File: src/hdl/tlg_pkg.sv
// Shared types and constants for the tile layout geometry unit.
// No dependencies; used by every other file of the block but tlg_div.
`timescale 1ns / 1ps

package tlg_pkg;

    localparam int MAX_TILES = 64;

    // configuration register indexes
    typedef enum logic [2:0] {
        REG_SCREEN_WIDTH  = 3'd0,
        REG_SCREEN_HEIGHT = 3'd1,
        REG_ORIGIN_X      = 3'd2,
        REG_ORIGIN_Y      = 3'd3,
        REG_SPLIT_MARGIN  = 3'd4,
        REG_LAYOUT_MODE   = 3'd5,
        REG_MASTER_COUNT  = 3'd6
    } cfg_reg_t;

    typedef enum logic [1:0] {
        LAYOUT_VERT  = 2'd0,
        LAYOUT_HORIZ = 2'd1,
        LAYOUT_GRID  = 2'd2,
        LAYOUT_FULL  = 2'd3
    } layout_mode_t;

    // which division the shared divider runs
    typedef enum logic [2:0] {
        OP_SPLIT,
        OP_NCOLS,
        OP_ICOLS,
        OP_HROWS,
        OP_WCOLS,
        OP_WREM
    } div_op_t;

    typedef enum logic [1:0] {
        KIND_BAD,
        KIND_FULL,
        KIND_SPLIT,
        KIND_GRID
    } tile_kind_t;

    typedef struct packed {
        logic    load;
        logic    div_start;
        div_op_t div_op;
        logic    mul;
        logic    finish;
    } tlg_cmd_t;

    typedef struct packed {
        tile_kind_t kind;
        logic       need_wrem;
        logic       div_busy;
        logic       div_done;
        logic       out_free;
    } tlg_stat_t;

    // ceil(sqrt(n)) for the grid column count
    function automatic logic [3:0] grid_cols(input logic [6:0] n);
        logic [3:0] c;
        c = 4'd1;
        for (int k = 1; k <= 8; k++) begin
            if (7'(k * k) < n && c == 4'(k)) begin
                c = 4'(k + 1);
            end
        end
        return c;
    endfunction

endpackage

File: src/hdl/tlg_div.sv
// Restoring divider, one quotient bit per cycle, 13-bit dividend by 7-bit divisor.
// Depends on nothing but the clock and reset.
`timescale 1ns / 1ps

module tlg_div (
    input  logic        aclk,
    input  logic        aresetn,
    input  logic        start,
    input  logic [12:0] dividend,
    input  logic [6:0]  divisor,
    output logic [12:0] quot,
    output logic [6:0]  remd,
    output logic        busy,
    output logic        done
);
    logic [12:0] q_reg;
    logic [6:0]  r_reg;
    logic [6:0]  d_reg;
    logic [3:0]  cnt_reg;
    logic        busy_reg;
    logic        done_reg;
    logic [7:0]  r_sh;
    logic [7:0]  r_sub;
    logic        take;

    // one restoring step
    always_comb begin
        r_sh  = {r_reg, q_reg[12]};
        r_sub = r_sh - {1'b0, d_reg};
        take  = r_sh >= {1'b0, d_reg};
    end

    always_ff @(posedge aclk) begin
        if (!aresetn) begin
            busy_reg <= 1'b0;
            done_reg <= 1'b0;
            cnt_reg  <= 4'd0;
        end else begin
            done_reg <= 1'b0;
            if (start) begin
                q_reg    <= dividend;
                r_reg    <= 7'd0;
                d_reg    <= divisor;
                cnt_reg  <= 4'd13;
                busy_reg <= 1'b1;
            end else if (busy_reg) begin
                q_reg   <= {q_reg[11:0], take};
                r_reg   <= take ? r_sub[6:0] : r_sh[6:0];
                cnt_reg <= cnt_reg - 4'd1;
                if (cnt_reg == 4'd1) begin
                    busy_reg <= 1'b0;
                    done_reg <= 1'b1;
                end
            end
        end
    end

    assign quot = q_reg;
    assign remd = r_reg;
    assign busy = busy_reg;
    assign done = done_reg;
endmodule

File: src/hdl/tlg_dp.sv
// Datapath: configuration registers, operand registers, shared divider,
// product stage and output register. Depends on tlg_pkg and tlg_div.
`timescale 1ns / 1ps

module tlg_dp (
    input  logic             aclk,
    input  logic             aresetn,
    input  tlg_pkg::tlg_cmd_t cmd,
    output tlg_pkg::tlg_stat_t stat,
    input  logic [15:0]      s_tdata,
    input  logic             cfg_valid,
    input  logic [2:0]       cfg_index,
    input  logic [13:0]      cfg_data,
    output logic [63:0]      m_tdata,
    output logic             m_tuser,
    output logic             m_tvalid,
    input  logic             m_tready
);
    import tlg_pkg::*;

    logic [12:0] sw_reg, sh_reg, mg_reg;
    logic [13:0] ox_reg, oy_reg;
    logic [1:0]  mode_reg;
    logic [6:0]  mc_reg;

    logic [5:0]  i_reg;
    logic [6:0]  n_reg;
    logic [3:0]  cols_reg;
    logic [12:0] sq_reg, hq_reg, wq_reg;
    logic [2:0]  rem_reg, ir_reg;
    logic [4:0]  iq_reg;
    div_op_t     op_reg;

    logic [14:0] xr_reg, yr_reg, wr_reg, hr_reg;
    logic        bad_reg;

    logic [63:0] tdata_reg;
    logic        tuser_reg, tvalid_reg;

    logic [12:0] dvd;
    logic [6:0]  dvs;
    logic [12:0] quot;
    logic [6:0]  remd;
    logic        div_busy, div_done;

    logic [3:0]  rows;
    logic        master;
    logic [6:0]  last_row_start;
    logic [6:0]  n_minus_i;
    tile_kind_t  kind;
    logic [14:0] mg_ext, half_w, half_h;
    logic [5:0]  fac;
    logic [18:0] p_split;
    logic [14:0] xn, yn, wn, hn;

    // configuration writes
    always_ff @(posedge aclk) begin
        if (!aresetn) begin
            sw_reg   <= 13'd1920;
            sh_reg   <= 13'd1080;
            ox_reg   <= 14'd0;
            oy_reg   <= 14'd0;
            mg_reg   <= 13'd120;
            mode_reg <= LAYOUT_VERT;
            mc_reg   <= 7'd1;
        end else if (cfg_valid) begin
            case (cfg_index)
                REG_SCREEN_WIDTH:  sw_reg   <= cfg_data[12:0];
                REG_SCREEN_HEIGHT: sh_reg   <= cfg_data[12:0];
                REG_ORIGIN_X:      ox_reg   <= cfg_data;
                REG_ORIGIN_Y:      oy_reg   <= cfg_data;
                REG_SPLIT_MARGIN:  mg_reg   <= cfg_data[12:0];
                REG_LAYOUT_MODE:   mode_reg <= cfg_data[1:0];
                REG_MASTER_COUNT:  mc_reg   <= cfg_data[6:0];
                default: ;
            endcase
        end
    end

    // classify the request
    always_comb begin
        if ({3'd0, cols_reg - 4'd1} * {3'd0, cols_reg} >= n_reg) begin
            rows = cols_reg - 4'd1;
        end else begin
            rows = cols_reg;
        end
        master         = {1'b0, i_reg} < mc_reg;
        n_minus_i      = n_reg - {1'b0, i_reg};
        last_row_start = {3'd0, cols_reg} * {3'd0, rows - 4'd1};
        if (n_reg == 7'd0 || {1'b0, i_reg} >= n_reg || n_reg > 7'(MAX_TILES)) begin
            kind = KIND_BAD;
        end else if (n_reg == 7'd1 || mode_reg == LAYOUT_FULL) begin
            kind = KIND_FULL;
        end else if (mode_reg == LAYOUT_GRID) begin
            kind = KIND_GRID;
        end else begin
            kind = KIND_SPLIT;
        end
    end

    // divider operand selection
    always_comb begin
        case (cmd.div_op)
            OP_SPLIT: begin
                dvd = (mode_reg == LAYOUT_VERT) ? sh_reg : sw_reg;
                dvs = master ? mc_reg : n_reg - mc_reg;
            end
            OP_NCOLS: begin
                dvd = {6'd0, n_reg};
                dvs = {3'd0, cols_reg};
            end
            OP_ICOLS: begin
                dvd = {7'd0, i_reg};
                dvs = {3'd0, cols_reg};
            end
            OP_HROWS: begin
                dvd = sh_reg;
                dvs = {3'd0, rows};
            end
            OP_WCOLS: begin
                dvd = sw_reg;
                dvs = {3'd0, cols_reg};
            end
            OP_WREM: begin
                dvd = sw_reg;
                dvs = n_minus_i;
            end
            default: begin
                dvd = sw_reg;
                dvs = 7'd1;
            end
        endcase
    end

    tlg_div u_div (
        .aclk     (aclk),
        .aresetn  (aresetn),
        .start    (cmd.div_start),
        .dividend (dvd),
        .divisor  (dvs),
        .quot     (quot),
        .remd     (remd),
        .busy     (div_busy),
        .done     (div_done)
    );

    // capture inputs and division results
    always_ff @(posedge aclk) begin
        if (cmd.load) begin
            i_reg    <= s_tdata[5:0];
            n_reg    <= s_tdata[12:6];
            cols_reg <= grid_cols(s_tdata[12:6]);
        end
        if (cmd.div_start) begin
            op_reg <= cmd.div_op;
        end
        if (div_done) begin
            case (op_reg)
                OP_SPLIT: sq_reg <= quot;
                OP_NCOLS: rem_reg <= remd[2:0];
                OP_ICOLS: begin
                    iq_reg <= quot[4:0];
                    ir_reg <= remd[2:0];
                end
                OP_HROWS: hq_reg <= quot;
                OP_WCOLS: wq_reg <= quot;
                OP_WREM:  wq_reg <= quot;
                default: ;
            endcase
        end
    end

    // form the rectangle before the origin is added
    always_comb begin
        mg_ext  = {{2{mg_reg[12]}}, mg_reg};
        half_w  = {3'd0, sw_reg[12:1]};
        half_h  = {3'd0, sh_reg[12:1]};
        fac     = master ? i_reg : 6'(n_reg - 7'd1 - {1'b0, i_reg});
        p_split = {6'd0, sq_reg} * {13'd0, fac};
        xn = 15'd0;
        yn = 15'd0;
        wn = 15'd0;
        hn = 15'd0;
        case (kind)
            KIND_FULL: begin
                wn = {2'd0, sw_reg};
                hn = {2'd0, sh_reg};
            end
            KIND_SPLIT: begin
                if (mode_reg == LAYOUT_VERT) begin
                    hn = {2'd0, sq_reg};
                    yn = p_split[14:0];
                    wn = master ? half_w + mg_ext : half_w - mg_ext;
                    xn = master ? 15'd0 : half_w + mg_ext;
                end else begin
                    wn = {2'd0, sq_reg};
                    xn = p_split[14:0];
                    hn = master ? half_h + mg_ext : half_h - mg_ext;
                    yn = master ? 15'd0 : half_h + mg_ext;
                end
            end
            KIND_GRID: begin
                xn = {2'd0, wq_reg} * {12'd0, ir_reg};
                yn = {2'd0, hq_reg} * {10'd0, iq_reg};
                hn = {2'd0, hq_reg};
                if ({1'b0, i_reg} >= last_row_start) begin
                    hn = {2'd0, sh_reg};
                    hn = hn - {2'd0, hq_reg} * {11'd0, rows} + {2'd0, hq_reg};
                end
                wn = {2'd0, wq_reg};
                if (rows > 4'd1 && {1'b0, i_reg} == n_reg - 7'd1 && rem_reg > 3'd1) begin
                    wn = {2'd0, sw_reg} - {2'd0, wq_reg} * {12'd0, rem_reg}
                         + {2'd0, wq_reg};
                end else if ({1'b0, ir_reg} == cols_reg - 4'd1) begin
                    wn = {2'd0, sw_reg} - {2'd0, wq_reg} * {11'd0, cols_reg}
                         + {2'd0, wq_reg};
                end
            end
            default: ;
        endcase
    end

    // hold the raw rectangle
    always_ff @(posedge aclk) begin
        if (cmd.mul) begin
            xr_reg  <= xn;
            yr_reg  <= yn;
            wr_reg  <= wn;
            hr_reg  <= hn;
            bad_reg <= (kind == KIND_BAD);
        end
    end

    // output register: add the origin and present the word
    always_ff @(posedge aclk) begin
        if (!aresetn) begin
            tvalid_reg <= 1'b0;
        end else begin
            if (m_tready) begin
                tvalid_reg <= 1'b0;
            end
            if (cmd.finish) begin
                tvalid_reg <= 1'b1;
            end
        end
    end

    always_ff @(posedge aclk) begin
        if (cmd.finish) begin
            tuser_reg <= bad_reg;
            if (bad_reg) begin
                tdata_reg <= 64'd0;
            end else begin
                tdata_reg <= {4'd0, hr_reg, wr_reg,
                              yr_reg + {oy_reg[13], oy_reg},
                              xr_reg + {ox_reg[13], ox_reg}};
            end
        end
    end

    assign m_tdata  = tdata_reg;
    assign m_tuser  = tuser_reg;
    assign m_tvalid = tvalid_reg;

    always_comb begin
        stat.kind      = kind;
        stat.need_wrem = rows > 4'd1 && {1'b0, i_reg} == last_row_start &&
                         n_minus_i <= {4'd0, rem_reg};
        stat.div_busy  = div_busy;
        stat.div_done  = div_done;
        stat.out_free  = !tvalid_reg || m_tready;
    end
endmodule

File: src/hdl/tlg_ctrl.sv
// Controller: sequences the divisions of one tile and hands the result to the
// output register. Depends on tlg_pkg.
`timescale 1ns / 1ps

module tlg_ctrl (
    input  logic               aclk,
    input  logic               aresetn,
    input  logic               s_tvalid,
    output logic               s_tready,
    input  tlg_pkg::tlg_stat_t stat,
    output tlg_pkg::tlg_cmd_t  cmd
);
    import tlg_pkg::*;

    typedef enum logic [2:0] {
        S_IDLE,
        S_CLASS,
        S_WAIT,
        S_MUL,
        S_FINISH
    } state_t;

    state_t  state_reg, state_next;
    div_op_t op_reg, op_next;

    always_comb begin
        state_next    = state_reg;
        op_next       = op_reg;
        cmd.load      = 1'b0;
        cmd.div_start = 1'b0;
        cmd.div_op    = op_reg;
        cmd.mul       = 1'b0;
        cmd.finish    = 1'b0;
        s_tready      = (state_reg == S_IDLE);
        case (state_reg)
            S_IDLE: begin
                if (s_tvalid) begin
                    cmd.load   = 1'b1;
                    state_next = S_CLASS;
                end
            end
            S_CLASS: begin
                if (stat.kind == KIND_GRID) begin
                    op_next    = OP_NCOLS;
                    state_next = S_WAIT;
                end else if (stat.kind == KIND_SPLIT) begin
                    op_next    = OP_SPLIT;
                    state_next = S_WAIT;
                end else begin
                    state_next = S_MUL;
                end
                cmd.div_op    = op_next;
                cmd.div_start = (state_next == S_WAIT);
            end
            S_WAIT: begin
                // chain the next division as soon as one completes
                if (stat.div_done) begin
                    case (op_reg)
                        OP_NCOLS: op_next = OP_ICOLS;
                        OP_ICOLS: op_next = OP_HROWS;
                        OP_HROWS: op_next = OP_WCOLS;
                        OP_WCOLS: begin
                            if (stat.need_wrem) begin
                                op_next = OP_WREM;
                            end else begin
                                state_next = S_MUL;
                            end
                        end
                        default: state_next = S_MUL;
                    endcase
                    cmd.div_op    = op_next;
                    cmd.div_start = (state_next == S_WAIT);
                end
            end
            S_MUL: begin
                cmd.mul    = 1'b1;
                state_next = S_FINISH;
            end
            S_FINISH: begin
                if (stat.out_free) begin
                    cmd.finish = 1'b1;
                    state_next = S_IDLE;
                end
            end
            default: state_next = S_IDLE;
        endcase
    end

    always_ff @(posedge aclk) begin
        if (!aresetn) begin
            state_reg <= S_IDLE;
            op_reg    <= OP_SPLIT;
        end else begin
            state_reg <= state_next;
            op_reg    <= op_next;
        end
    end

    a_finish_free: assert property (@(posedge aclk) disable iff (!aresetn)
        cmd.finish |-> stat.out_free)
        else $error("result written while output register is occupied");
    a_start_idle: assert property (@(posedge aclk) disable iff (!aresetn)
        cmd.div_start |-> !stat.div_busy)
        else $error("divider started while busy");
    a_done_wait: assert property (@(posedge aclk) disable iff (!aresetn)
        stat.div_done |-> state_reg == S_WAIT)
        else $error("division completed outside wait state");
    a_load_next: assert property (@(posedge aclk) disable iff (!aresetn)
        cmd.load |=> state_reg == S_CLASS)
        else $error("accepted word not classified");
endmodule

File: src/hdl/tile_layout_geometry_unit.sv
// Tile layout geometry unit: one tile rectangle per request word.
// Usage:
//   s_tdata carries tile_index [5:0] and tile_count [12:6]; one word in gives
//   exactly one word out on m_tdata (pos_x, pos_y, tile_width, tile_height,
//   15 bits each from bit 0) with bad_request on m_tuser.
//   Registers are written over cfg_valid/cfg_index/cfg_data, always ready;
//   write them only while no request is in flight.
// Sequence, input accept to output valid:
//   bad, fullscreen or single tile: load, classify, product, finish.
//   vertical/horizontal: one division, then product and finish.
//   grid: four or five chained divisions, then product and finish.
//   All divisions run on the shared bit-serial divider; one item is in work at
//   a time, so the next word is accepted in the cycle after a result is written.
// A finished word waits in the output register while the receiver stalls;
// the next request is accepted meanwhile and held before the output stage.
// Reset (aresetn low, synchronous) loads the register defaults and empties
// the output register.
// Depends on tlg_pkg, tlg_ctrl, tlg_dp and tlg_div.
`timescale 1ns / 1ps

module tile_layout_geometry_unit (
    input  logic        aclk,
    input  logic        aresetn,
    input  logic        s_tvalid,
    output logic        s_tready,
    input  logic [15:0] s_tdata,   // tile_index [5:0], tile_count [12:6]
    output logic        m_tvalid,
    input  logic        m_tready,
    output logic [63:0] m_tdata,   // pos_x, pos_y, tile_width, tile_height
    output logic        m_tuser,   // bad_request
    input  logic        cfg_valid,
    output logic        cfg_ready,
    input  logic [2:0]  cfg_index,
    input  logic [13:0] cfg_data
);
    import tlg_pkg::*;

    tlg_cmd_t  cmd;
    tlg_stat_t stat;

    assign cfg_ready = 1'b1;

    tlg_ctrl u_ctrl (
        .aclk     (aclk),
        .aresetn  (aresetn),
        .s_tvalid (s_tvalid),
        .s_tready (s_tready),
        .stat     (stat),
        .cmd      (cmd)
    );

    tlg_dp u_dp (
        .aclk      (aclk),
        .aresetn   (aresetn),
        .cmd       (cmd),
        .stat      (stat),
        .s_tdata   (s_tdata),
        .cfg_valid (cfg_valid & cfg_ready),
        .cfg_index (cfg_index),
        .cfg_data  (cfg_data),
        .m_tdata   (m_tdata),
        .m_tuser   (m_tuser),
        .m_tvalid  (m_tvalid),
        .m_tready  (m_tready)
    );
endmodule

File: config.mk
export PLATFORM = sky130hd
export DESIGN_NAME = tile_layout_geometry_unit
export DESIGN_NICKNAME = d
export VERILOG_FILES = /design/src/hdl/tlg_pkg.sv /design/src/hdl/tlg_div.sv /design/src/hdl/tlg_dp.sv /design/src/hdl/tlg_ctrl.sv /design/src/hdl/tile_layout_geometry_unit.sv
export SDC_FILE = /design/constraint.sdc
export NUM_CORES = 2
export LEC_CHECK = 0
export BUFFER_PORTS_ARGS = -buffer_cell sky130_fd_sc_hd__buf_2
export CORE_AREA = 2 2 268 270
export CTS_CLUSTER_SIZE = 25
export DETAILED_ROUTE_END_ITERATION = 6
export DIE_AREA = 0 0 270 272
export PLACE_DENSITY = 0.56
export SYNTH_ARGS = -nofsm -noshare
export SYNTH_HDL_FRONTEND = slang
export SYNTH_SLANG_ARGS = --single-unit
File: constraint.sdc
create_clock -name aclk -period 12.8 [get_ports aclk]
set_input_delay 2.56 -clock aclk [delete_from_list [all_inputs] [get_ports aclk]]
set_output_delay 2.56 -clock aclk [all_outputs]
set_load 0.02 [all_outputs]
Word-level counts from Yosys, hierarchy flattened. Index checks and enable logic that the tools add are counted.

Bits in registers: 312. Input port bits: 38. Output and inout port bits: 68. Logic and storage cells: 249.

Add/sub/neg operators: 20. $mul: 8. Order comparisons: 17. Eq/ne operators: 46. Muxes and demuxes: 74. Bitwise operators: 2. Reductions and logical operators: 47.

Operators by type and width (number): $mux 15 (11); $pmux 15 s3 (2); $mux 4 (17); $pmux 15 s2 (2); $pmux 13 s4 (1); $add 15x13->15 (3); $sub 13x15->15 (3); $mux 13 (3); $eq 3x2->1 const B (12); $mux 3 (11); $add 15x15->15 (2); $mul 13x3->15 (2); $mul 13x4->15 (2); $reduce_and 2->1 (15); $add 13x13->14 (2); $pmux 7 s4 (1); $sub 13x13->14 (2); $eq 3x3->1 const B (9); $mux 7 (3); $eq 4x3->1 const B (4); $eq 3x1->1 const B (5); $mul 13x5->15 (1); $mul 13x6->15 (1); $pmux 3 s5 (1); other kinds (47) (99).

Longest topological paths before layout.
Word-level depth: 29. Gate-level depth with buffers: 44. Mapped depth without buffers: 40.

By module. From an unflattened synthesis, not the netlist that was laid out.

Cells, all modules: 3238. Area, all modules: 29560.9 um^2.

Modules (own cells, without submodules): tlg_dp (instances 1, cells an instance 3038, area an instance 27340.0 um^2); tlg_div (instances 1, cells an instance 142, area an instance 1755.4 um^2); tlg_ctrl (instances 1, cells an instance 56, area an instance 454.2 um^2); tile_layout_geometry_unit (instances 1, cells an instance 2, area an instance 11.3 um^2).

Least setup slack after synthesis. OpenSTA, ideal clock, no wires.

Path type: flip-flop to flip-flop. From: register u_dp.cols_reg[0]. To: register u_dp.u_div.q_reg[0] (netlist: u_dp.u_div.quot[0]), enable pin. Arrival: 9.616 ns. Required time: 12.403 ns. Path slack: 2.788 ns. Cell stages (with the launch flop): 44. Path through: edfxtp_1 > clkbuf_1 > inv_1 > clkbuf_1 > ha_1 > inv_1 > ha_1 > clkbuf_2 > nor2_1 > fa_1 > fa_1 > inv_1 > fa_1 > inv_1 > a21o_1 > a21oi_1 > xnor2_1 > ha_1 > [8 not listed] > xor2_1 > and2_1 > fa_1 > fa_1 > ha_1 > a21o_1 > a21oi_1 > xor2_1 > ha_1 > nand4b_1 > nor2_1 > nor4b_2 > and4_1 > a31o_2 > a21oi_1 > inv_2 > nor2_1 > nor2_1.

Cells in the longest elaborated chain, start to end: 18.

RTL lines: start, declared (line tlg_dp.sv:28) `logic [3:0] cols_reg;`; start signal, assigned (line tlg_dp.sv:152) `cols_reg <= grid_cols(s_tdata[12:6]);`; $sub 4x1->4 (line tlg_dp.sv:82, tlg_dp.sv:83); $mul 4x4->7 (line tlg_dp.sv:82) `if ({3'd0, cols_reg - 4'd1} * {3'd0, cols_reg} >= n_reg) begin`; $ge 7x7->1 (line tlg_dp.sv:82); $mux 4 (line tlg_dp.sv:82); $sub 4x1->4 (line tlg_dp.sv:89) `last_row_start = {3'd0, cols_reg} * {3'd0, rows - 4'd1};`; $mul 4x4->7 (line tlg_dp.sv:89); $eq 6x7->1 (line tlg_dp.sv:267) `stat.need_wrem = rows > 4'd1 && {1'b0, i_reg} == last_row_start &&`; $logic_and 1x1->1 (*) (2 in series) (line tlg_dp.sv:267); $mux 3 (*) (line tlg_ctrl.sv:63) `if (stat.need_wrem) begin`; $pmux 3 s2 (*) (line tlg_ctrl.sv:58) `case (op_reg)`; $mux 3 (*) (line tlg_ctrl.sv:57) `if (stat.div_done) begin`; $mux 3 (*) (line tlg_ctrl.sv:35) `case (state_reg)`; $eq 3x2->1 (*) (line tlg_ctrl.sv:72) `cmd.div_start = (state_next == S_WAIT);`; $mux 4 (*) (line tlg_ctrl.sv:57); $pmux 4 s2 (*) (line tlg_ctrl.sv:35); $reduce_bool 2->1 (no source line) (*); $reduce_and 2->1 (no source line) (*); end signal, assigned (line tlg_div.sv:41) `q_reg <= dividend;`; end signal, assigned (line tlg_div.sv:47) `q_reg <= {q_reg[11:0], take};`; end, declared (line tlg_div.sv:16) `logic [12:0] q_reg;`.

Every way passes the cells marked *; elsewhere a longest branch is shown, timed or not. The select of a mux whose other input is x is not followed. A chain may end at the register's enable or synchronous reset.

Worst setup path in the final report.
From: register u_dp.cols_reg[0]. To: register u_dp.u_div.q_reg[12] (netlist: u_dp.u_div.quot[12]) (data pin).

Cells in the longest elaborated chain, start to end: 17.

RTL lines: $sub 4x1->4 (line tlg_dp.sv:82, tlg_dp.sv:83); $mul 4x4->7 (line tlg_dp.sv:82); $ge 7x7->1 (line tlg_dp.sv:82); $mux 4 (line tlg_dp.sv:82); $sub 4x1->4 (line tlg_dp.sv:89); $mul 4x4->7 (line tlg_dp.sv:89); $eq 6x7->1 (line tlg_dp.sv:267); $logic_and 1x1->1 (*) (2 in series) (line tlg_dp.sv:267); $mux 3 (line tlg_ctrl.sv:63); $pmux 3 s2 (line tlg_ctrl.sv:58); $mux 3 (line tlg_ctrl.sv:57); $mux 3 (line tlg_ctrl.sv:35); $eq 3x2->1 (line tlg_ctrl.sv:72); $mux 4 (*) (line tlg_ctrl.sv:57); $pmux 4 s2 (*) (line tlg_ctrl.sv:35); $mux 13 (*) (line tlg_div.sv:40) `if (start) begin`.

Marks and branches as above.

==> impl_metrics.ini <==
[status]
outcome = finished clean

[global_route]
grt_pass1_wl_um = 144000
overflow = 0
grt_max_degree = 64
antenna_found_initial = 0
grt_use_met2_pct = 42.9
grt_pass1_vias = 23600
grtUsageMet3_pct = 2.86
busiest_layer = met2
grt.total_usage_pct = 25.7
use_met1_pct = 34.3

[sta]
timing.final.crit_share_pct = 83.3
max_freq_ghz = 0.0938
fin_skew_ns = 0.0405
rsz0062_at_grt = false
slew_viol_final = 0
holdWs_ns = 0.454
final-setup-viol-count = 0
worst_pin_slew_ns = 1.29
hold_viol = 0
period_minus_slack_ns = 10.66
relSlewSlack_pct = 13.8
setup_tns_ns = 0

[worst_setup_path]
crit_top_cell = ha_1
crit_path_max_incr_delay_ns = 0.74
cp_top_family = adder cells
cp-end-kind = flop
crit_fanout = 20
ff2ff_setup_slack_ns = 2.14
start_kind = flop
critPathRequiredTime_ns = 13.07
cp.arrival_ns = 10.93
cpMaxStageDelayCell = edfxtp_1
crit_type = flop to flop
crit_buf_inv = 7

[layout]
nets = 3796
fillers = 6817
layout_common_cells = nand2_1, inv_1, ha_1, a21oi_1, edfxtp_1
final_layout_size_suffix_gt1_share_pct = 7.24
area_growth_pct = 8.89
largest_reg_flops = 60
diodes = 0
layout_commonest_cell = nand2_1

[clocking]
clk_latency_ns = 0.58
cts_tree = done
tritoncts.num_buffers = 38
h-tree-depth = 2
cts_buffer_depth = 3
clk_pin_slew_ns = 0.06
cts_root_buf = clkbuf_16
cts_resized = 0
clkSinkCount = 308
ctsHoldBuffers = 0
postCtsSetupBuffers = 0

[die]
start_util_pct = 41.5
placementRows = 98
core-area_um2 = 70800
die_h_um = 272
die_w_um = 270
io_pins = 106
die-area_um2 = 73400

[power]
powerDensity_nw_per_um2 = 246
cellLeakagePower_nw = 13.6
peakVddDrop_uv = 586

[route]
dr.pass1.iters = 5
routedWlPerCell_um = 22.3
routed_wl_um = 94800
avgViaCountPerCell = 5.61
via_count = 23843
drtIter0Drc = 2028
postRouteAntennaNets = 0
drc = 0

[synth]
ys_ff_latch = 308
synth_seq_area_share_pct = 28.5
synth_area_um2 = 29400
syn_avg_cell_area_um2 = 9.01
synth-edff-count = 219
synth_ff_type = edfxtp_1
netlist_instances = 3260
async_flop_share_pct = 0
ys_types = 92
ys_warn_count = 0

[placement]
dp_hpwl_um = 74900
place_congestion = 0.946
port_buffers = 97

[min_path]
hp-class = flop to flop

[run]
maxCapViolCount = 0
## power by group
part	total [mW]	internal [mW]	leakage [nW]	switching (mW)
combinational	5.60	2.19	10.3	3.41
clock	1.11	0.653	0.616	0.461
sequential	1.17	1.12	2.75	0.0495
total	7.88	3.96	13.6	3.92
## metal layers
layer / share of wire, % / vias to the layer above
met4: 4.2 / 0
met5: 0 / -
met3: 5.8 / 155
li1: - / 11118
met1: 43 / 11751
met2: 47 / 819
## per-stage QoR
stage | utilization [%] | power (mW) | instances | worst slack, ns | instance area [um^2]
detailed placement | 43.4 | 6.78 | 4180 | 2.12 | 30700
global route | 45.2 | 8.53 | 4250 | 1.39 | 32000
finish | 45.2 | 7.88 | 4250 | 2.14 | 32000
CTS | 45.2 | 7.93 | 4250 | 2.09 | 32000
floorplan | - | 5.04 | 3263 | 2.79 | 29400
global placement | 43.4 | 6.70 | 4180 | 2.31 | 30700
## logic make-up (layout without fill, tap and decap cells)
family                   count (synthesis)  count (layout)  share of synthesized area [%]
other                                    2               5                         0.0256
XOR/XNOR                               198             198                           5.95
AND/OR/NAND/NOR                       1061            1061                           17.2
adder cells (fa/ha/maj)                488             488                           26.0
flip-flops                             308             308                           28.5
buffers and inverters                  502             539                           6.59
multiplexers                            30              30                           1.05
AO/OA/AOI/OAI                          671             671                           14.7
## worst min-delay path, stage by stage, from the launching register on
cell	delay (ns)
dfxtp_1	0.31
nand2_1	0.05
a21oi_1	0.05
## Yosys cell counts (all sizes together) (6+ instances only)
cell type / count / area [um^2]
o22ai: 23 / 144
nand3: 42 / 210
a21o: 57 / 428
o21ai: 128 / 641
ha: 283 / 3540
a21oi: 226 / 1130
o31ai: 13 / 97.6
dfxtp: 89 / 1780
a221oi: 8 / 70.1
a2111oi: 11 / 129
o21bai: 13 / 97.6
nor3: 60 / 305
o21a: 17 / 128
clkbuf: 130 / 489
or2: 6 / 37.5
a222oi: 12 / 120
a31oi: 27 / 175
nand2: 424 / 1590
a211oi: 22 / 170
mux2: 6 / 67.6
buf: 31 / 166
nand2b: 26 / 163
o211ai: 32 / 240
and3: 15 / 93.8
and2: 167 / 1050
or3: 17 / 106
nand4: 10 / 62.6
nor3b: 9 / 72.6
nor2b: 80 / 500
edfxtp: 219 / 6580
a22oi: 16 / 120
fa: 205 / 4100
xnor2: 130 / 1140
mux2i: 24 / 240
xor2: 67 / 587
nor2: 188 / 708
o221ai: 9 / 78.8
inv: 341 / 1280
## cell type report
type | count | area [um^2] | share of cell area, %
Clock buffer | 48 | 1060 | 3.32
Clock inverter | 22 | 216 | 0.677
Timing Repair Buffer | 128 | 731 | 2.28
Multi-Input combinational cell | 2453 | 19200 | 59.9
Tap cell | 950 | 1190 | 3.72
Inverter | 341 | 1280 | 4.00
Sequential cell | 308 | 8360 | 26.1
## worst paths after layout
path                          from             endpoint  cells past startpoint
setup / recovery  u_dp.cols_reg[0]  u_dp.u_div.quot[12]                     41
hold / removal     u_dp.oy_reg[11]      u_dp.oy_reg[11]                      2
setup reg to reg  u_dp.cols_reg[0]  u_dp.u_div.quot[12]                     41
hold reg to reg    u_dp.oy_reg[11]      u_dp.oy_reg[11]                      2
No activity file was read; power rests on OpenSTA's default activity.
